### src/design/json_string_unescape_utf8_macros.svh
// assertion macros shared by the json string unescaper modules
// no dependencies; included inside module bodies
`ifndef JSON_STRING_UNESCAPE_UTF8_MACROS_SVH
`define JSON_STRING_UNESCAPE_UTF8_MACROS_SVH

// same-cycle implication, checked outside reset
`define JSU_ASSERT_NOW(label, clk, rst_n, ante, cons, msg) \
    label: assert property (@(posedge clk) disable iff (!rst_n) (ante) |-> (cons)) \
        else $error(msg);

// next-cycle implication, checked outside reset
`define JSU_ASSERT_NEXT(label, clk, rst_n, ante, cons, msg) \
    label: assert property (@(posedge clk) disable iff (!rst_n) (ante) |=> (cons)) \
        else $error(msg);

`endif

### src/design/jsu_pkg.sv
// shared types and constants of the json string unescaper
// no dependencies
package jsu_pkg;

    localparam int unsigned MAX_LEN = 65536;
    localparam int unsigned POS_W   = $clog2(MAX_LEN + 1);
    localparam int unsigned OFF_W   = 17;
    localparam int unsigned CALC_W  = ((POS_W > OFF_W) ? POS_W : OFF_W) + 1;

    localparam int unsigned QUEUE_DEPTH = 4;
    localparam int unsigned QA_W        = $clog2(QUEUE_DEPTH);
    localparam int unsigned QC_W        = $clog2(QUEUE_DEPTH + 1);

    localparam logic [1:0] ERR_NONE    = 2'd0;
    localparam logic [1:0] ERR_ESCAPE  = 2'd1;
    localparam logic [1:0] ERR_UNICODE = 2'd2;

    // one input item's worth of results, one to four beats
    typedef struct packed {
        logic [3:0][7:0]  data;     // data[0] goes out first
        logic [1:0]       n_m1;     // beats minus one
        logic             dvalid;   // beats carry real bytes
        logic             done;     // last beat closes the string
        logic [1:0]       err;
        logic [OFF_W-1:0] eoff;
    } job_t;

endpackage

### src/design/jsu_front.sv
// front part: parses escapes and builds one job per item with results
// depends on jsu_pkg and the assertion macro header
module jsu_front
(
    input  logic           clk,
    input  logic           rst_n,
    input  logic [7:0]     in_byte,
    input  logic           last_in,
    input  logic           no_byte,
    input  logic           in_fire,
    output jsu_pkg::job_t  job,
    output logic           job_push
);
    import jsu_pkg::*;
    `include "json_string_unescape_utf8_macros.svh"

    typedef enum logic [2:0] {
        PH_PLAIN,
        PH_ESC,
        PH_QUAD,
        PH_WANT_BS,
        PH_WANT_U,
        PH_LOW
    } phase_t;

    typedef struct packed {
        logic [3:0][7:0] b;
        logic [1:0]      n_m1;
    } utf8_t;

    phase_t           phase_reg, phase_next;
    logic [15:0]      hex_reg, hex_next;
    logic [9:0]       high_reg, high_next;
    logic [1:0]       cnt_reg, cnt_next;
    logic [POS_W-1:0] pos_reg, pos_next;
    logic [OFF_W-1:0] mark_reg, mark_next;
    logic             pbad_reg, pbad_next;
    logic [OFF_W-1:0] ppos_reg, ppos_next;
    logic             failed_reg, failed_next;

    logic [POS_W-1:0] p;
    logic             d_ok;
    logic [3:0]       d_val;
    logic [15:0]      hex_new;
    logic             pbad_now;
    logic [OFF_W-1:0] ppos_now;
    logic [1:0]       err;
    logic [OFF_W-1:0] eoff;
    logic             one_en;
    logic [7:0]       one_byte;
    logic             cp_en;
    logic [20:0]      cp;
    utf8_t            enc;
    logic             end_str;

    function automatic logic [OFF_W-1:0] to_off(input logic [POS_W-1:0] x);
        return OFF_W'(CALC_W'(x));
    endfunction

    function automatic utf8_t utf8_encode(input logic [20:0] v);
        utf8_t r;
        r = '0;
        if (v <= 21'h7f)
        begin
            r.b[0] = v[7:0];
            r.n_m1 = 2'd0;
        end
        else if (v <= 21'h7ff)
        begin
            r.b[0] = 8'hc0 | {3'b000, v[10:6]};
            r.b[1] = 8'h80 | {2'b00, v[5:0]};
            r.n_m1 = 2'd1;
        end
        else if (v <= 21'hffff)
        begin
            r.b[0] = 8'he0 | {4'b0000, v[15:12]};
            r.b[1] = 8'h80 | {2'b00, v[11:6]};
            r.b[2] = 8'h80 | {2'b00, v[5:0]};
            r.n_m1 = 2'd2;
        end
        else
        begin
            r.b[0] = 8'hf0 | {5'b00000, v[20:18]};
            r.b[1] = 8'h80 | {2'b00, v[17:12]};
            r.b[2] = 8'h80 | {2'b00, v[11:6]};
            r.b[3] = 8'h80 | {2'b00, v[5:0]};
            r.n_m1 = 2'd3;
        end
        return r;
    endfunction

    // hex digit decode
    always_comb
    begin
        d_ok  = 1'b1;
        d_val = 4'd0;
        if (in_byte >= 8'h30 && in_byte <= 8'h39)
            d_val = 4'(in_byte - 8'h30);
        else if (in_byte >= 8'h61 && in_byte <= 8'h66)
            d_val = 4'(in_byte - 8'h57);
        else if (in_byte >= 8'h41 && in_byte <= 8'h46)
            d_val = 4'(in_byte - 8'h37);
        else
            d_ok = 1'b0;
    end

    assign p        = pos_reg;
    assign hex_new  = {hex_reg[11:0], d_val};
    assign pbad_now = pbad_reg | ~d_ok;
    assign ppos_now = pbad_reg ? ppos_reg : to_off(p);
    assign enc      = utf8_encode(cp);

    always_comb
    begin
        phase_next  = phase_reg;
        hex_next    = hex_reg;
        high_next   = high_reg;
        cnt_next    = cnt_reg;
        pos_next    = pos_reg;
        mark_next   = mark_reg;
        pbad_next   = pbad_reg;
        ppos_next   = ppos_reg;
        failed_next = failed_reg;
        err         = ERR_NONE;
        eoff        = '0;
        one_en      = 1'b0;
        one_byte    = 8'h00;
        cp_en       = 1'b0;
        cp          = '0;
        end_str     = 1'b0;
        job         = '0;
        job_push    = 1'b0;

        if (in_fire)
        begin
            if (failed_reg)
            begin
                end_str = last_in;
            end
            else
            begin
                if (!no_byte)
                begin
                    if (pos_reg < POS_W'(MAX_LEN))
                        pos_next = pos_reg + POS_W'(1);
                    unique case (phase_reg)
                        PH_PLAIN:
                        begin
                            if (in_byte == 8'h5c)
                            begin
                                mark_next  = to_off(p);
                                phase_next = PH_ESC;
                            end
                            else
                            begin
                                one_en   = 1'b1;
                                one_byte = in_byte;
                            end
                        end
                        PH_ESC:
                        begin
                            phase_next = PH_PLAIN;
                            unique case (in_byte)
                                8'h22, 8'h5c, 8'h2f:
                                begin
                                    one_en   = 1'b1;
                                    one_byte = in_byte;
                                end
                                8'h62: begin one_en = 1'b1; one_byte = 8'h08; end
                                8'h66: begin one_en = 1'b1; one_byte = 8'h0c; end
                                8'h6e: begin one_en = 1'b1; one_byte = 8'h0a; end
                                8'h72: begin one_en = 1'b1; one_byte = 8'h0d; end
                                8'h74: begin one_en = 1'b1; one_byte = 8'h09; end
                                8'h75:
                                begin
                                    phase_next = PH_QUAD;
                                    hex_next   = '0;
                                    cnt_next   = '0;
                                    pbad_next  = 1'b0;
                                end
                                default:
                                begin
                                    err  = ERR_ESCAPE;
                                    eoff = to_off(p);
                                end
                            endcase
                        end
                        PH_QUAD, PH_LOW:
                        begin
                            hex_next  = hex_new;
                            pbad_next = pbad_now;
                            ppos_next = ppos_now;
                            cnt_next  = cnt_reg + 2'd1;
                            if (cnt_reg == 2'd3)
                            begin
                                phase_next = PH_PLAIN;
                                if (pbad_now)
                                begin
                                    err  = ERR_UNICODE;
                                    eoff = ppos_now;
                                end
                                else if (phase_reg == PH_QUAD)
                                begin
                                    if (hex_new >= 16'hd800 && hex_new <= 16'hdbff)
                                    begin
                                        // high surrogate, wait for the low half
                                        high_next  = hex_new[9:0];
                                        mark_next  = OFF_W'(CALC_W'(p) + CALC_W'(1));
                                        phase_next = PH_WANT_BS;
                                    end
                                    else if (hex_new >= 16'hdc00 && hex_new <= 16'hdfff)
                                    begin
                                        err  = ERR_UNICODE;
                                        eoff = to_off((p >= POS_W'(3)) ? p - POS_W'(3) : '0);
                                    end
                                    else
                                    begin
                                        cp_en = 1'b1;
                                        cp    = {5'b00000, hex_new};
                                    end
                                end
                                else
                                begin
                                    if (hex_new < 16'hdc00 || hex_new > 16'hdfff)
                                    begin
                                        err  = ERR_UNICODE;
                                        eoff = to_off((p >= POS_W'(3)) ? p - POS_W'(3) : '0);
                                    end
                                    else
                                    begin
                                        // 0x10000 + (high << 10) + low
                                        cp_en = 1'b1;
                                        cp    = {11'(high_reg) + 11'd64, hex_new[9:0]};
                                    end
                                end
                            end
                        end
                        PH_WANT_BS:
                        begin
                            if (in_byte == 8'h5c)
                                phase_next = PH_WANT_U;
                            else
                            begin
                                err  = ERR_UNICODE;
                                eoff = mark_reg;
                            end
                        end
                        PH_WANT_U:
                        begin
                            if (in_byte == 8'h75)
                            begin
                                phase_next = PH_LOW;
                                hex_next   = '0;
                                cnt_next   = '0;
                                pbad_next  = 1'b0;
                            end
                            else
                            begin
                                err  = ERR_UNICODE;
                                eoff = mark_reg;
                            end
                        end
                        default:
                        begin
                            phase_next = PH_PLAIN;
                        end
                    endcase
                end

                // end of string inside an escape
                if (err == ERR_NONE && last_in)
                begin
                    unique case (phase_next)
                        PH_PLAIN:
                        begin
                        end
                        PH_ESC:
                        begin
                            err  = ERR_ESCAPE;
                            eoff = mark_next;
                        end
                        PH_QUAD:
                        begin
                            err  = ERR_UNICODE;
                            eoff = to_off(pos_next);
                        end
                        default:
                        begin
                            err  = ERR_UNICODE;
                            eoff = mark_next;
                        end
                    endcase
                end

                if (err != ERR_NONE)
                begin
                    job.err   = err;
                    job.eoff  = eoff;
                    job.done  = 1'b1;
                    job_push  = 1'b1;
                    end_str   = last_in;
                    failed_next = ~last_in;
                end
                else
                begin
                    end_str  = last_in;
                    job.done = last_in;
                    if (one_en)
                    begin
                        job.dvalid  = 1'b1;
                        job.data[0] = one_byte;
                        job_push    = 1'b1;
                    end
                    else if (cp_en)
                    begin
                        job.dvalid = 1'b1;
                        job.data   = enc.b;
                        job.n_m1   = enc.n_m1;
                        job_push   = 1'b1;
                    end
                    else if (last_in)
                    begin
                        job_push = 1'b1;
                    end
                end
            end

            // string closed: back to the reset state
            if (end_str)
            begin
                phase_next  = PH_PLAIN;
                hex_next    = '0;
                high_next   = '0;
                cnt_next    = '0;
                pos_next    = '0;
                mark_next   = '0;
                pbad_next   = 1'b0;
                ppos_next   = '0;
                failed_next = 1'b0;
            end
        end
    end

    always_ff @(posedge clk or negedge rst_n)
    begin
        if (!rst_n)
        begin
            phase_reg  <= PH_PLAIN;
            hex_reg    <= '0;
            high_reg   <= '0;
            cnt_reg    <= '0;
            pos_reg    <= '0;
            mark_reg   <= '0;
            pbad_reg   <= 1'b0;
            ppos_reg   <= '0;
            failed_reg <= 1'b0;
        end
        else
        begin
            phase_reg  <= phase_next;
            hex_reg    <= hex_next;
            high_reg   <= high_next;
            cnt_reg    <= cnt_next;
            pos_reg    <= pos_next;
            mark_reg   <= mark_next;
            pbad_reg   <= pbad_next;
            ppos_reg   <= ppos_next;
            failed_reg <= failed_next;
        end
    end

    `JSU_ASSERT_NOW(a_failed_silent, clk, rst_n, in_fire && failed_reg, !job_push,
        "job pushed after an error")
    `JSU_ASSERT_NOW(a_err_single, clk, rst_n, job_push && job.err != ERR_NONE,
        !job.dvalid && job.done && job.n_m1 == 2'd0, "error job not a single closing beat")
    `JSU_ASSERT_NEXT(a_last_resets, clk, rst_n, in_fire && last_in,
        phase_reg == PH_PLAIN && pos_reg == '0 && !failed_reg, "state not cleared after last")

endmodule

### src/design/jsu_queue.sv
// short job queue between the front and back parts
// depends on jsu_pkg
module jsu_queue
(
    input  logic           clk,
    input  logic           rst_n,
    input  logic           wr_en,
    input  jsu_pkg::job_t  wr_job,
    input  logic           rd_en,
    output jsu_pkg::job_t  head,
    output logic           head_valid,
    output logic           is_full
);
    import jsu_pkg::*;

    job_t            slot_reg [QUEUE_DEPTH];
    logic [QA_W-1:0] wptr_reg, rptr_reg;
    logic [QC_W-1:0] count_reg;

    assign head       = slot_reg[rptr_reg];
    assign head_valid = (count_reg != '0);
    assign is_full    = (count_reg == QC_W'(QUEUE_DEPTH));

    always_ff @(posedge clk)
    begin
        if (wr_en)
            slot_reg[wptr_reg] <= wr_job;
    end

    always_ff @(posedge clk or negedge rst_n)
    begin
        if (!rst_n)
        begin
            wptr_reg  <= '0;
            rptr_reg  <= '0;
            count_reg <= '0;
        end
        else
        begin
            if (wr_en)
                wptr_reg <= wptr_reg + QA_W'(1);
            if (rd_en)
                rptr_reg <= rptr_reg + QA_W'(1);
            if (wr_en && !rd_en)
                count_reg <= count_reg + QC_W'(1);
            else if (rd_en && !wr_en)
                count_reg <= count_reg - QC_W'(1);
        end
    end

endmodule

### src/design/jsu_back.sv
// back part: splits each job into result beats behind an output register
// depends on jsu_pkg and the assertion macro header
module jsu_back
(
    input  logic             clk,
    input  logic             rst_n,
    input  jsu_pkg::job_t    head,
    input  logic             head_valid,
    output logic             head_pop,
    input  logic             pop,
    output logic             empty,
    output logic [7:0]       out_byte,
    output logic             out_valid,
    output logic             run_last,
    output logic             string_done,
    output logic [1:0]       error_code,
    output logic [jsu_pkg::OFF_W-1:0] err_offset
);
    import jsu_pkg::*;
    `include "json_string_unescape_utf8_macros.svh"

    logic [1:0]       idx_reg;
    logic             full_reg;
    logic [7:0]       byte_reg;
    logic             bval_reg;
    logic             last_reg;
    logic             done_reg;
    logic [1:0]       err_reg;
    logic [OFF_W-1:0] eoff_reg;
    logic             load;
    logic             beat_last;

    assign load      = head_valid && (!full_reg || pop);
    assign beat_last = (idx_reg == head.n_m1);
    assign head_pop  = load && beat_last;

    always_ff @(posedge clk or negedge rst_n)
    begin
        if (!rst_n)
        begin
            idx_reg  <= '0;
            full_reg <= 1'b0;
        end
        else
        begin
            if (load)
            begin
                full_reg <= 1'b1;
                idx_reg  <= beat_last ? 2'd0 : idx_reg + 2'd1;
            end
            else if (pop)
                full_reg <= 1'b0;
        end
    end

    always_ff @(posedge clk)
    begin
        if (load)
        begin
            byte_reg <= head.dvalid ? head.data[idx_reg] : 8'h00;
            bval_reg <= head.dvalid;
            last_reg <= beat_last;
            done_reg <= head.done && beat_last;
            err_reg  <= head.err;
            eoff_reg <= head.eoff;
        end
    end

    assign empty        = ~full_reg;
    assign out_byte     = byte_reg;
    assign out_valid    = bval_reg;
    assign run_last     = last_reg;
    assign string_done  = done_reg;
    assign error_code   = err_reg;
    assign err_offset   = eoff_reg;

    `JSU_ASSERT_NOW(a_idx_in_job, clk, rst_n, head_valid, idx_reg <= head.n_m1,
        "beat index past end of job")
    `JSU_ASSERT_NOW(a_done_is_last, clk, rst_n, full_reg && done_reg, last_reg,
        "string end not on the last beat of an item")
    `JSU_ASSERT_NOW(a_err_beat, clk, rst_n, full_reg && err_reg != ERR_NONE,
        !bval_reg && done_reg && last_reg, "error beat carries data")

endmodule

### src/design/json_string_unescape_utf8.sv
// top level of the json string unescaper: front, job queue and back
// depends on jsu_pkg, jsu_front, jsu_queue and jsu_back
//
// Unescapes a JSON string body fed one raw byte per beat and returns UTF-8
// bytes. Both sides look like a queue: push/full for input, empty/pop for
// results. An input beat is taken every cycle that full is low; full rises
// only when the four-entry job queue between the parser and the output
// stage fills up. Each input beat yields zero to four result beats: plain
// bytes and simple escapes give one, a \uXXXX quad gives one to three, a
// surrogate pair gives four on its low quad, and the beat with last_in set
// gives at least one (out_valid low if it has no byte) unless the string
// already failed. The output stage emits one result beat per cycle, so with
// pop held high the sustained rate is one input beat per cycle as long as
// escapes keep the output no larger than the input; a long run of multi-byte
// code points is limited by that one-beat-per-cycle output register. On an
// error a single beat with string_done, error_code and err_offset closes the
// string; later bytes of that string, up to and including its last beat,
// give no result. The receiver is expected to drop the bytes already
// delivered for that string.
module json_string_unescape_utf8
(
    input  logic                      clk,
    input  logic                      rst_n,
    input  logic [7:0]                in_byte,
    input  logic                      last_in,
    input  logic                      no_byte,
    input  logic                      push,
    output logic                      full,
    output logic [7:0]                out_byte,
    output logic                      out_valid,
    output logic                      run_last,
    output logic                      string_done,
    output logic [1:0]                error_code,
    output logic [jsu_pkg::OFF_W-1:0] err_offset,
    output logic                      empty,
    input  logic                      pop
);
    import jsu_pkg::*;

    logic in_fire;
    job_t front_job;
    logic front_push;
    job_t q_head;
    logic q_valid;
    logic q_pop;
    logic q_full;

    assign full    = q_full;
    assign in_fire = push && !q_full;

    // parser: one input beat per cycle while full is low, into at most one job
    jsu_front u_front
    (
        .clk      (clk),
        .rst_n    (rst_n),
        .in_byte  (in_byte),
        .last_in  (last_in),
        .no_byte  (no_byte),
        .in_fire  (in_fire),
        .job      (front_job),
        .job_push (front_push)
    );

    // decouples the parser from result delivery
    jsu_queue u_queue
    (
        .clk        (clk),
        .rst_n      (rst_n),
        .wr_en      (front_push),
        .wr_job     (front_job),
        .rd_en      (q_pop),
        .head       (q_head),
        .head_valid (q_valid),
        .is_full    (q_full)
    );

    // output stage: one result beat per cycle while pop is high
    jsu_back u_back
    (
        .clk          (clk),
        .rst_n        (rst_n),
        .head         (q_head),
        .head_valid   (q_valid),
        .head_pop     (q_pop),
        .pop          (pop),
        .empty        (empty),
        .out_byte     (out_byte),
        .out_valid    (out_valid),
        .run_last     (run_last),
        .string_done  (string_done),
        .error_code   (error_code),
        .err_offset   (err_offset)
    );

endmodule

### config.mk
export PLATFORM = sky130hd
export DESIGN_NAME = json_string_unescape_utf8
export DESIGN_NICKNAME = d
export VERILOG_FILES = /design/src/design/jsu_pkg.sv /design/src/design/jsu_front.sv /design/src/design/jsu_queue.sv /design/src/design/jsu_back.sv /design/src/design/json_string_unescape_utf8.sv
export VERILOG_INCLUDE_DIRS = /design/src /design/src/design
export SDC_FILE = /design/constraint.sdc
export NUM_CORES = 1
export LEC_CHECK = 0
export BUFFER_PORTS_ARGS = -buffer_cell sky130_fd_sc_hd__buf_2
export CORE_MARGIN = 2
export CORE_UTILIZATION = 30
export CTS_CLUSTER_SIZE = 28
export DETAILED_ROUTE_END_ITERATION = 7
export PLACE_DENSITY = 0.52
export RECOVER_POWER = 50
export SYNTH_ARGS = -nofsm -noshare
export SYNTH_HDL_FRONTEND = slang
export SYNTH_SLANG_ARGS = --single-unit
### constraint.sdc
create_clock -name clk -period 5.15 [get_ports clk]
set_input_delay 0.2575 -clock clk [delete_from_list [all_inputs] [get_ports clk]]
set_output_delay 0.2575 -clock clk [all_outputs]
set_load 0.05 [all_outputs]
# After elaboration in Yosys (flattened, before gate mapping)
# Memories as Yosys holds them, arrays and structs flattened.
# Cells that the tools add are included.
# Widths: inputs -> output; s select.
[word_totals]
ff_bits = 120
mem_bits_rw = 220
inputBits = 14
word_cells = 275
memories = 1
[memory_table]
columns = ["name", "depth", "word_bits", "rd", "rd_clocked_by_memory_dff", "wr", "line_no", "source"]
rows = [
  ["u_queue.slot_reg", 4, 55, 1, 0, 1, "jsu_queue.sv:16", "job_t slot_reg [QUEUE_DEPTH];"],
]
[classes]
add_sub_neg = 13
magnitude_cmp = 18
n_eq_ne = 23
mux = 157
bitwise = 4
reduce_logical = 39
[ops]
columns = ["op", "count"]
rows = [
  ["$mux 17", 29],
  ["$mux 21", 9],
  ["$mux 55", 2],
  ["$mux 10", 9],
  ["$mux 24", 3],
  ["$mux 35", 2],
  ["$pmux 17 s2", 2],
  ["$pmux 17 s4", 1],
  ["$eq 8x7->1 const B", 7],
  ["$mux 12", 4],
  ["$pmux 8 s6", 1],
  ["$mux 2", 22],
  ["$mux 8", 5],
  ["$mux 1", 39],
  ["$mux 3", 13],
  ["$add 17x1->17 const B", 2],
  ["$ge 16x16->1 const B", 2],
  ["$le 16x16->1 const B", 2],
  ["$mux 16", 2],
  ["$pmux 12 s2", 1],
  ["$le 21x11->1 const B", 1],
  ["$le 21x16->1 const B", 1],
  ["$le 21x7->1 const B", 1],
  ["$mux 19", 1],
  ["50 further kinds", 93],
]

# Logic depth before layout (Yosys ltp)
# Gate-level depths: netlist (run 1).
[depth]
depth_word = 29
mapped_depth = 16

# Cells and area by module
# Synthesis (run 1) repeated with hierarchy kept, for this count alone.
[unflattened]
hier_cells = 1383
area_unflattened_um2 = 16847.4
[modules_own_cells]
columns = ["module", "instances", "cells_per_inst", "area_per_inst_um2", "seq_area_each_um2"]
rows = [
  ["jsu_queue", 1, 321, 8325.5, 6781.5],
  ["jsu_front", 1, 993, 7178.1, 2001.9],
  ["jsu_back", 1, 68, 1330.0, 975.9],
  ["json_string_unescape_utf8", 1, 1, 13.8, 0.0],
]

# Worst setup path after synthesis (run 1)
# OpenSTA, ideal clock, no wires.
[synth_path]
kind = "in2reg"
startpoint = "in in_byte[7]"
endpoint = "mem u_queue.slot_reg[0][0] in the netlist's numbering, enable pin"
setup_ns = 0.414
arrival_time_ns = 3.450
path_slack_ns = 1.286
path_stages = 8
n_path_buf = 0
cell_sequence = "or4b_4 or4b_1 and3_4 a21oi_2 o21ba_2 nor2_1 a21oi_4 and2_1"
[synth_via]
elab_chain_len = 27
elab_cells_between_ends = 94
classes_between = "12 x order compare; 10 x eq/ne; 58 x mux; 2 x bitwise; 12 x reduce/logical"
[synth_lines]
columns = ["item", "line_no", "source"]
rows = [
  ["start: declaration", "json_string_unescape_utf8.sv:24", "input logic [7:0] in_byte,"],
  ["parallel branches: the longest is 22 deep, another holds $ge 16x16->1", "-", ""],
  ["$mux 1 *", "jsu_front.sv:295", "if (err != ERR_NONE)"],
  ["$mux 1 *", "jsu_front.sv:136", "if (failed_reg)"],
  ["$mux 1 *", "jsu_front.sv:134", "if (in_fire)"],
  ["named net front_push", "json_string_unescape_utf8.sv:42", "logic front_push;"],
  ["$mux 1 *", "jsu_queue.sv:26", "if (wr_en)"],
  ["$mux 1 (not written as such) *", "jsu_queue.sv:27", "slot_reg[wptr_reg] <= wr_job;"],
  ["end: declaration", "jsu_queue.sv:16", ""],
]
# Mark *: on every way through the listed nets, which the timed path passes. The select of a mux whose other input is x is not followed.

==> results.cfg, run 1 <==
[critical_path]
rr_endpoint = u_queue.slot_reg[1][23]$_DFFE_PP_
cp_num_buf_inv = 1
crit_path_cell_trace = or3b_1, and4_1, nand3_1, or2_0, inv_2, nor2_1, o21ai_0, a211oi_1
cp.required_ps = 5420
critPathCapture = u_queue.slot_reg[1][23]$_DFFE_PP_
arrival_ps = 4650
worstSetupEndpointType = register
reg2reg_depth = 8
crit_cells = 8
crit_path_max_fanout = 21
reg2reg_from = u_front.phase_reg[1]$_DFFE_PN0P_
rrSetupSlack_ps = 760
slowest_stage = or2_0
critical_path_class = register to register
critical_path.top_delay_family = simple AND/OR/NAND/NOR gates
startpoint_type = register
max_stage_delay_ps = 810
startpoint = u_front.phase_reg[1]$_DFFE_PN0P_

[placed_design]
dp_worst_setup_slack_ps = 1040
place_hpwl_um = 31100
place_congestion = 0.888
dp_cells = 2040
numPortBuffers = 45

[global_route]
grt_pass1_wl_um = 70000
grt_pass1_vias = 11142
grt_overflow = 0
grt_max_degree = 59
antenna_found_initial = 6
grt_usage = 0.162

[logic_synthesis]
synth-adder-area-share = 0.0112
yosys.area_share.simple = 0.131
synth_compound_area_frac = 0.151
netlist_area_um2 = 16300
synth_edf_count = 234
ys.flop_type = edfxtp_1
ys_warn_count = 0
synth_xor_area_frac = 0.0172
ys_seq_area_frac = 0.571
syn_inst = 1357
synth_top_family_by_area = compound AO/OA/AOI/OAI gates
synth_mux_area_frac = 0.0871
synth_area_per_cell_um2 = 12.0
syn_nets = 1385
ys_types = 92
yosys_register_bits = 324
synthArstFlopShare = 0.278

[detailed_routing]
drt_iter0_markers = 1092
routedWlPerCell_um = 21.8
vias_per_cell = 5.48
vias = 11561
drt-pass1-iter-count = 6
drtAntennaViolNets = 0
drc = 0
wl_um = 46000

[die]
rows = 85
dieWidth_um = 237
dieArea_um2 = 56100
core_area_um2 = 53700
initial_core_util = 0.303
ios = 46
die_h_um = 237

[power]
p_leak_nw = 6.28
p_per_area_nw_per_um2 = 452
irDropWorstVdd_mv = 0.258

[sta]
setup_viol = 0
worst_pin_slew_ps = 2100
fin_skew_ps = 16.5
fin_crit_sh = 0.852
rsz0062_at_grt = false
setup_tns_ps = 0
relSlewSlack = -0.399
setup_ws_ps = 764
min_period_ps = 4390
slew_viol_final = 190
hold_viol = 0
fmax_mhz = 228

[clock_network]
cts_made_buffers = 37
path_clk_slew_ps = 60
clockRootBuffer = clkbuf_16
clk_path_buf_depth = 3
clock_latency_ps = 550
cts_resized = 0
clock-sinks = 324
cts_hold_buf = 2
h-tree-depth = 2
cts_tree = yes
cts_setup_buffers = 0

[final_layout]
area_growth_pct = 13.2
layout-drive-gt1-share = 0.146
largest_register_ffs = 204
finalNonFillerCells = 2111
nets = 1413

[flow_run]
cap_viol_max_count = 6

[outcome]
violations = max-capacitance violations, max-slew violations
outcome = complete, but fails checks

[hold_path]
hold_class = input port to register
worst register-to-register path: cells and delay by family, from the launching register on:
family                 cells  cell delay [ps]
DFF                        1              680
buffers and inverters      1              370
AOI/OAI and AO/OA          2              650
and+or+nand+nor            5             2400
cells in the mapped netlist, types with 6 or more instances:
library cell / n / area share
a211oi_1: 10 / 0.0046
a21boi_0: 8 / 0.0037
a21o_1: 13 / 0.0060
a21oi_1: 52 / 0.016
a221oi_1: 6 / 0.0032
a222oi_1: 12 / 0.0074
a22o_1: 16 / 0.0086
a31oi_1: 19 / 0.0073
and2_1: 10 / 0.0038
and3_1: 9 / 0.0035
buf_1: 6 / 0.0014
buf_2: 19 / 0.0058
clkbuf_1: 69 / 0.016
dfrtp_1: 90 / 0.14
edfxtp_1: 234 / 0.43
ha_1: 13 / 0.010
inv_1: 24 / 0.0055
mux2i_1: 11 / 0.0068
mux4_2: 55 / 0.076
nand2_1: 157 / 0.036
nand2b_1: 9 / 0.0035
nand3_1: 24 / 0.0074
nand3b_1: 8 / 0.0037
nand4_1: 10 / 0.0038
nor2_1: 76 / 0.018
nor2b_1: 12 / 0.0046
nor3_1: 26 / 0.0080
nor3b_1: 13 / 0.0060
nor4_1: 12 / 0.0046
o211ai_1: 14 / 0.0065
o21a_1: 12 / 0.0055
o21ai_0: 113 / 0.035
o22ai_1: 15 / 0.0058
o31ai_1: 19 / 0.0088
or2_2: 11 / 0.0042
or3_1: 9 / 0.0035
xnor2_1: 24 / 0.013
xor2_1: 8 / 0.0043
routing by layer:
layer	vias to the layer above	GRT usage	wire (µm)
li1	5270	-	-
met1	5781	0.231	20800
met2	416	0.243	20400
met3	88	0.0381	3370
met4	6	0.0560	1420
met5	-	0	34
worst min path at each step:
stage | endpoint | start | cells after the start
final | u_front.failed_reg$_DFFE_PN0P_ | push | 4
after global routing | u_front.high_reg[7]$_DFFE_PN0P_ | last_in | 4
after CTS | u_front.high_reg[7]$_DFFE_PN0P_ | last_in | 4
after detailed placement | u_front.p[5]$_DFFE_PN0P_ | rst_n | 1
after global placement | u_front.mark_reg[5]$_DFFE_PN0P_ | rst_n | 1
after floorplan | u_back.full_reg$_DFFE_PN0P_ | rst_n | 0
metrics by stage:
stage | hold WS (ps) | utilization | power (mW) | area (µm²)
3_3_place_gp | 260 | 0.322 | 5.80 | 17300
2_1_floorplan | -38.1 | - | 5.18 | 16300
4_1_cts | 200 | 0.344 | 8.50 | 18500
6_report | 238 | 0.343 | 8.33 | 18400
5_1_grt | 246 | 0.343 | 8.72 | 18400
3_5_place_dp | 264 | 0.322 | 5.83 | 17300
power breakdown:
group | switching (mW) | total, mW | internal [mW]
clock | 1.08 | 2.64 | 1.56
sequential | 0.181 | 3.49 | 3.31
combinational | 1.41 | 2.19 | 0.787
total | 2.67 | 8.33 | 5.66
placed cells by master, fill, tap and decap left out, types with 10 or more instances in the layout:
cell	Yosys	routed
dfrtp_1	90	89
a21oi_1	52	52
nand3_1	24	24
ha_1	13	13
nand4_1	10	10
o211ai_1	14	14
clkbuf_16	0	37
a21o_1	13	13
nand2_1	157	157
nor3b_1	13	13
buf_4	0	32
a211oi_1	10	10
clkbuf_1	69	44
o21a_1	12	12
a31oi_1	19	19
a222oi_1	12	12
xnor2_1	24	24
a22o_1	16	16
buf_2	19	12
inv_1	24	24
mux4_2	55	55
o31ai_1	19	19
or2_2	11	11
nor3_1	26	26
nor4_1	12	11
o22ai_1	15	15
nor2_1	76	77
mux2i_1	11	11
nor2b_1	12	12
edfxtp_1	234	234
o21ai_0	113	115
area by class of cell:
| class | count | area, µm² |
|---|---|---|
| inverters | 26 | 97.6 |
| clock buffers | 44 | 972 |
| well taps | 696 | 871 |
| flip-flops and latches | 324 | 9280 |
| clock inverters | 23 | 235 |
| multi-input cells | 909 | 6470 |
| fillers | 5266 | 35300 |
| repair buffers | 87 | 477 |
| diodes | 2 | 5.00 |
cells by family (layout without fill, tap and decap cells):
family | count (synthesis) | after routing
simple gates | 421 | 421
compound gates | 370 | 370
flops | 324 | 324
buf+inv | 124 | 180
mux | 72 | 72
xor+xnor | 32 | 32
fa+ha+maj | 14 | 14
other cells | 0 | 2
Note: power is estimated with default switching activity, not from simulation.
==> inputs of run 2 (changes only) <==
--- a/config.mk
+++ b/config.mk
@@ -7,6 +7,7 @@
 export NUM_CORES = 1
 export LEC_CHECK = 0
 export BUFFER_PORTS_ARGS = -buffer_cell sky130_fd_sc_hd__buf_2
+export CAP_MARGIN = 20
 export CORE_MARGIN = 2
 export CORE_UTILIZATION = 30
 export CTS_CLUSTER_SIZE = 28
@@ -15,4 +16,5 @@
 export RECOVER_POWER = 50
 export SYNTH_ARGS = -nofsm -noshare
 export SYNTH_HDL_FRONTEND = slang
+export SYNTH_HIERARCHICAL = 1
 export SYNTH_SLANG_ARGS = --single-unit
==> run 2 against run 1 <==
- the run still ends with max-capacitance violations, max-slew violations left
- non-clock buffer count shrank 8
- worst hold slack got worse by 200 ps
- critical path type unchanged
- synthesized cell count up 1.9%
- count of clock-buffer cells in the layout is 8 higher
- sequential share of layout area increased by 1.0 points
- wire length up 3.1%
- critical endpoint is now u_queue/slot_reg[2][37]$_DFFE_PP_
- final area rose by 3.1%
- critical path depth up 1
- die area increased by 3.6%
- register-to-register slack worse by 130 ps
==> results.cfg, run 2 <==
[sta]
slew_viol_final = 102
min_period_ps = 4510
rsz0062_at_grt = false
fmax_mhz = 222
fin_crit_sh = 0.876
setup_tns_ps = 0
relSlewSlack = -0.714
setup_ws_ps = 637
hold_viol = 0
setup_viol = 0
worst_pin_slew_ps = 2570
fin_skew_ps = 20.6

[logic_synthesis]
netlist_area_um2 = 16800
ys_seq_area_frac = 0.579
ys.flop_type = edfxtp_1
syn_inst = 1383
synth_area_per_cell_um2 = 12.2
synth_top_cell_area_share = 0.446
synth_top_area_cell = edfxtp_1
synthArstFlopShare = 0.265
ys_types = 87
yosysMostFrequentCell = edfxtp_1
synthTopCellsByCount = 250 x edfxtp_1, 145 x nand2_1, 113 x o21ai_0
ys_warn_count = 6
synth_edf_count = 250
synth_area_leaders = edfxtp_1 45%, dfrtp_1 13%, mux4_2 8.3%, o21ai_0 3.4%, nand2_1 3.2%
yosys_register_bits = 340

[placed_design]
place_hpwl_um = 32100
place_congestion = 0.954
dp_worst_setup_slack_ps = 858
placed_cell_area_um2 = 17900
dp_cells = 2114
numPortBuffers = 45

[final_layout]
layout_common_cells = 250 x edfxtp_1, 145 x nand2_1, 113 x o21ai_0
finalNonFillerCells = 2182
largest_register_ffs = 220
antenna_cells = 0
fill_cells = 5530
layout-drive-gt1-share = 0.127
final_area_um2 = 19000
final_common_cell = edfxtp_1
nets = 1436
area_growth_pct = 12.7

[die]
rows = 86
initial_core_util = 0.305
dieWidth_um = 241
dieArea_um2 = 58100
die_h_um = 241
ios = 46
core_area_um2 = 55300

[critical_path]
arrival_ps = 4750
slowest_stage = and2_2
crit_path_max_fanout = 36
crit_path_cell_trace = or3b_1, o21ai_1, and2_1, nor2b_1, o31a_1, nor2_1, a21oi_1, and2_2, buf_12
critical_path_class = register to register
worstSetupEndpointType = register
critical_path.top_delay_family = simple AND/OR/NAND/NOR gates
startpoint_type = register
max_stage_delay_ps = 650
cp_num_buf_inv = 1
cp.required_ps = 5390

[detailed_routing]
drt-pass1-iter-count = 7
drtAntennaViolNets = 0
wl_um = 47400
drc = 0
routedWlPerCell_um = 21.7
vias_per_cell = 5.43
drt_iter0_markers = 1101
vias = 11849

[clock_network]
clock-sinks = 340
cts_setup_buffers = 0
cts_made_buffers = 38
clockRootBuffer = clkbuf_16
path_clk_slew_ps = 60
cts_resized = 0
cts_hold_buf = 1
clock_latency_ps = 570
h-tree-depth = 2
clk_path_buf_depth = 3
cts_tree = yes

[global_route]
grt_max_degree = 51
antenna_found_initial = 0
grt_overflow = 0
grt_pass1_wl_um = 73100
grt_pass1_vias = 11736
grt_usage = 0.165

[outcome]
violations = max-capacitance violations, max-slew violations
outcome = complete, but fails checks

[power]
p_leak_nw = 6.54
p_switching_mw = 2.76
irDropWorstVdd_mv = 0.260
sequentialPowerShare = 0.433
combPwrFrac = 0.257
netSwitchingFraction = 0.323
p_int_mw = 5.79
p_per_area_nw_per_um2 = 450
total_power_mw = 8.54
p_clk_frac = 0.310

[flow_run]
cap_viol_max_count = 3

[hold_path]
hold_class = input port to register
-- run 2: cell families after synthesis --
family	synth area share
xor+xnor	0.0172
flops	0.579
fa+ha+maj	0.0114
compound gates	0.147
other cells	0.000223
buf+inv	0.0328
simple gates	0.123
mux	0.0893
-- run 2: power groups by stage --
stage	Sequential [mW]	Combinational, mW	Clock, mW
after floorplan	4.00	1.41	0
after global placement	3.76	2.27	0
after detailed placement	3.77	2.28	0
after CTS	3.72	2.28	2.72
after global routing	3.76	2.36	2.83
final	3.70	2.19	2.65
-- run 2: worst reg2reg max path, cell delays in order (launching register included) --
cell and delay, ps:
dfrtp_1 560, or3b_1 560, o21ai_1 390, and2_1 260, nor2b_1 540, o31a_1 280
nor2_1 70, a21oi_1 530, and2_2 660, buf_12 330
-- run 2: worst paths after layout --
check	start	to	slack, ps	cells past startpoint
max in group asynchronous	rst_n	u_front/p[9]$_DFFE_PN0P_	1690	3
min in group asynchronous	rst_n	u_front/p[5]$_DFFE_PN0P_	1050	2
hold / removal	pop	u_back/full_reg$_DFFE_PN0P_	40	3
hold reg to reg	u_queue/count_reg[2]$_DFFE_PN0P_	u_queue/count_reg[2]$_DFFE_PN0P_	480	1
setup reg to reg	u_front/phase_reg[2]$_DFFE_PN0P_	u_queue/slot_reg[2][37]$_DFFE_PP_	640	9
setup / recovery	u_front/phase_reg[2]$_DFFE_PN0P_	u_queue/slot_reg[2][37]$_DFFE_PP_	640	9
-- run 2: layout make-up --
class / count / area [µm²] / area share
tap: 748 / 936 / 0.0493
clock buffer: 52 / 1060 / 0.0561
clock inverter: 14 / 136 / 0.00718
timing repair buffer: 79 / 448 / 0.0236
multi-input combinational: 919 / 6530 / 0.344
inverter: 30 / 113 / 0.00593
sequential: 340 / 9760 / 0.514
-- run 2: through the flow --
stage	util	hold WS (ps)
after detailed placement	0.323	324
final	0.343	38.3
after global routing	0.343	40.5
after floorplan	-	-38.1
after global placement	0.323	320
after CTS	0.345	10.3
-- run 2: metal layers --
| layer | vias up | part of all wire | GRT usage | wire, µm |
|---|---|---|---|---|
| li1 | 5359 | - | - | - |
| met1 | 5943 | 0.46 | 0.236 | 21700 |
| met2 | 458 | 0.45 | 0.253 | 21300 |
| met3 | 89 | 0.062 | 0.0249 | 2930 |
| met4 | 0 | 0.032 | 0.0647 | 1520 |
| met5 | - | 0 | 0 | 0 |
==> inputs of run 3 (changes only) <==
--- a/config.mk
+++ b/config.mk
@@ -12,6 +12,7 @@
 export CORE_UTILIZATION = 30
 export CTS_CLUSTER_SIZE = 28
 export DETAILED_ROUTE_END_ITERATION = 7
+export HOLD_SLACK_MARGIN = 0.12
 export PLACE_DENSITY = 0.52
 export RECOVER_POWER = 50
 export SYNTH_ARGS = -nofsm -noshare
==> run 3 against run 2 <==
- the flow still finishes with violations (max-capacitance violations, max-slew violations)
- register-to-register slack worse by 60 ps
- clock power hardly changed
- sequential share of layout area hardly changed
- utilization hardly changed
- largest cell class unchanged
- largest power group unchanged
- highest routed layer unchanged
- setup slack worse by 65 ps
- clock skew is 1.2 ps lower
- cell count hardly changed
- critical endpoint is now u_queue/slot_reg[2][36]$_DFFE_PP_
- maximum frequency is 1.4% lower
- total power hardly changed
- worst hold slack better by 200 ps
- final area hardly changed
==> results.cfg, run 3 (synthesis gave the netlist of run 2 again) <==
[outcome]
outcome = complete, but fails checks
violations = max-capacitance violations, max-slew violations

[die]
core_area_um2 = 55300
dieArea_um2 = 58100
initial_core_util = 0.305
rows = 86
die_h_um = 241
ios = 46
dieWidth_um = 241

[detailed_routing]
drt_iter0_markers = 1058
vias_per_cell = 5.44
drc = 0
vias = 11880
routedWlPerCell_um = 21.8
drt-pass1-iter-count = 5
wl_um = 47600
drtAntennaViolNets = 0

[sta]
setup_tns_ps = 0
slew_viol_final = 102
worst_pin_slew_ps = 2580
min_period_ps = 4580
fin_crit_sh = 0.889
hold_viol = 0
fmax_mhz = 218
setup_viol = 0
fin_skew_ps = 19.3
relSlewSlack = -0.719
setup_ws_ps = 572
rsz0062_at_grt = false

[global_route]
grt_use_met1 = 0.236
grt_pass1_vias = 11736
grt_overflow = 0
use_met2 = 0.253
grt_use_met3 = 0.0249
grt_busiest_layer = met2
grt_pass1_wl_um = 73100
grt_max_degree = 51
antenna_found_initial = 0
grt_usage = 0.165

[critical_path]
crit_path_cell_trace = or3b_1, o21ai_1, and2_1, nor2b_1, o31a_1, nor2_1, a21oi_1, and2_2, buf_12
critical_path_class = register to register
slowest_stage = and2_2
worstSetupEndpointType = register
cp.required_ps = 5390
critical_path.top_delay_family = simple AND/OR/NAND/NOR gates
crit_path_max_fanout = 36
cp_num_buf_inv = 1
arrival_ps = 4820
max_stage_delay_ps = 660
startpoint_type = register

[final_layout]
seq_area_um2 = 9760
nets = 1437
area_growth_pct = 12.8
layout_common_cells = 250 x edfxtp_1, 145 x nand2_1, 113 x o21ai_0
fill_cells = 5529
layout-drive-gt1-share = 0.127
finalNonFillerCells = 2183
largest_register_ffs = 220
final_common_cell = edfxtp_1
multi_input_area_um2 = 6530
antenna_cells = 0

[power]
p_leak_nw = 6.54
total_power_mw = 8.54
p_per_area_nw_per_um2 = 450
irDropWorstVdd_mv = 0.261

[clock_network]
clock-sinks = 340
clockRootBuffer = clkbuf_16
clk_path_buf_depth = 3
h-tree-depth = 2
path_clk_slew_ps = 60
clock_latency_ps = 570
cts_setup_buffers = 0
cts_tree = yes
cts_made_buffers = 38

[placed_design]
place_hpwl_um = 32100
dp_cells = 2114
dp_worst_setup_slack_ps = 858
numPortBuffers = 45
place_congestion = 0.954

[hold_path]
hold_class = input port to register

[flow_run]
cap_viol_max_count = 3
[run 3: changes by cell type in the layout (fill, tap and decap cells not counted)]
cell | before | now
dlygate4sd3_1 | 1 | 2
[run 3: path summary, 6_finish.rpt]
check / startpoint / to / slack [ps] / cells past startpoint
max: u_front/phase_reg[2]$_DFFE_PN0P_ / u_queue/slot_reg[2][36]$_DFFE_PP_ / 570 / 9
min: in_byte[6] / u_queue/slot_reg[2][29]$_DFFE_PP_ / 230 / 3
max reg2reg: u_front/phase_reg[2]$_DFFE_PN0P_ / u_queue/slot_reg[2][36]$_DFFE_PP_ / 570 / 9
min reg2reg: u_queue/count_reg[2]$_DFFE_PN0P_ / u_queue/count_reg[2]$_DFFE_PN0P_ / 480 / 1
max in group asynchronous: rst_n / u_front/p[9]$_DFFE_PN0P_ / 1690 / 3
min in group asynchronous: rst_n / u_front/p[5]$_DFFE_PN0P_ / 1060 / 2
[run 3: worst reg2reg max path: stages, from the launching register on]
cell	delay [ps]
dfrtp_1	570
or3b_1	560
o21ai_1	390
and2_1	260
nor2b_1	580
o31a_1	280
nor2_1	70
a21oi_1	530
and2_2	660
buf_12	320
[run 3: layout make-up]
cell class,instances,share of cell area
clock inverter,14,0.00718
multi-input combinational,919,0.344
sequential,340,0.514
clock buffer,52,0.0560
timing repair buffer,80,0.0241
inverter,30,0.00593
tap,748,0.0493
[run 3: metal layers]
| metal | share of wire | vias to the layer above |
|---|---|---|
| li1 | - | 5360 |
| met1 | 0.45 | 5924 |
| met2 | 0.45 | 499 |
| met3 | 0.070 | 97 |
| met4 | 0.033 | 0 |
| met5 | 0 | - |
[run 3: timing repair]
item | 4_1_cts | 5_1_grt
hold buffers | 2 | 0
hold endpoints to repair | 41 | 0
resized for setup | 0 | 0
[run 3: power by group]
part	switching, mW	internal, mW	leakage (nW)
Combinational	1.39	0.803	2.31
Clock	1.09	1.55	0.591
Sequential	0.270	3.43	3.65
[run 3: stage by stage]
stage,util,hold WS (ps),instance area (µm²)
6_report,0.343,235,19000
2_1_floorplan,-,-38.1,16900
3_5_place_dp,0.323,324,17900
5_1_grt,0.343,252,19000
3_3_place_gp,0.323,320,17900
4_1_cts,0.345,126,19100
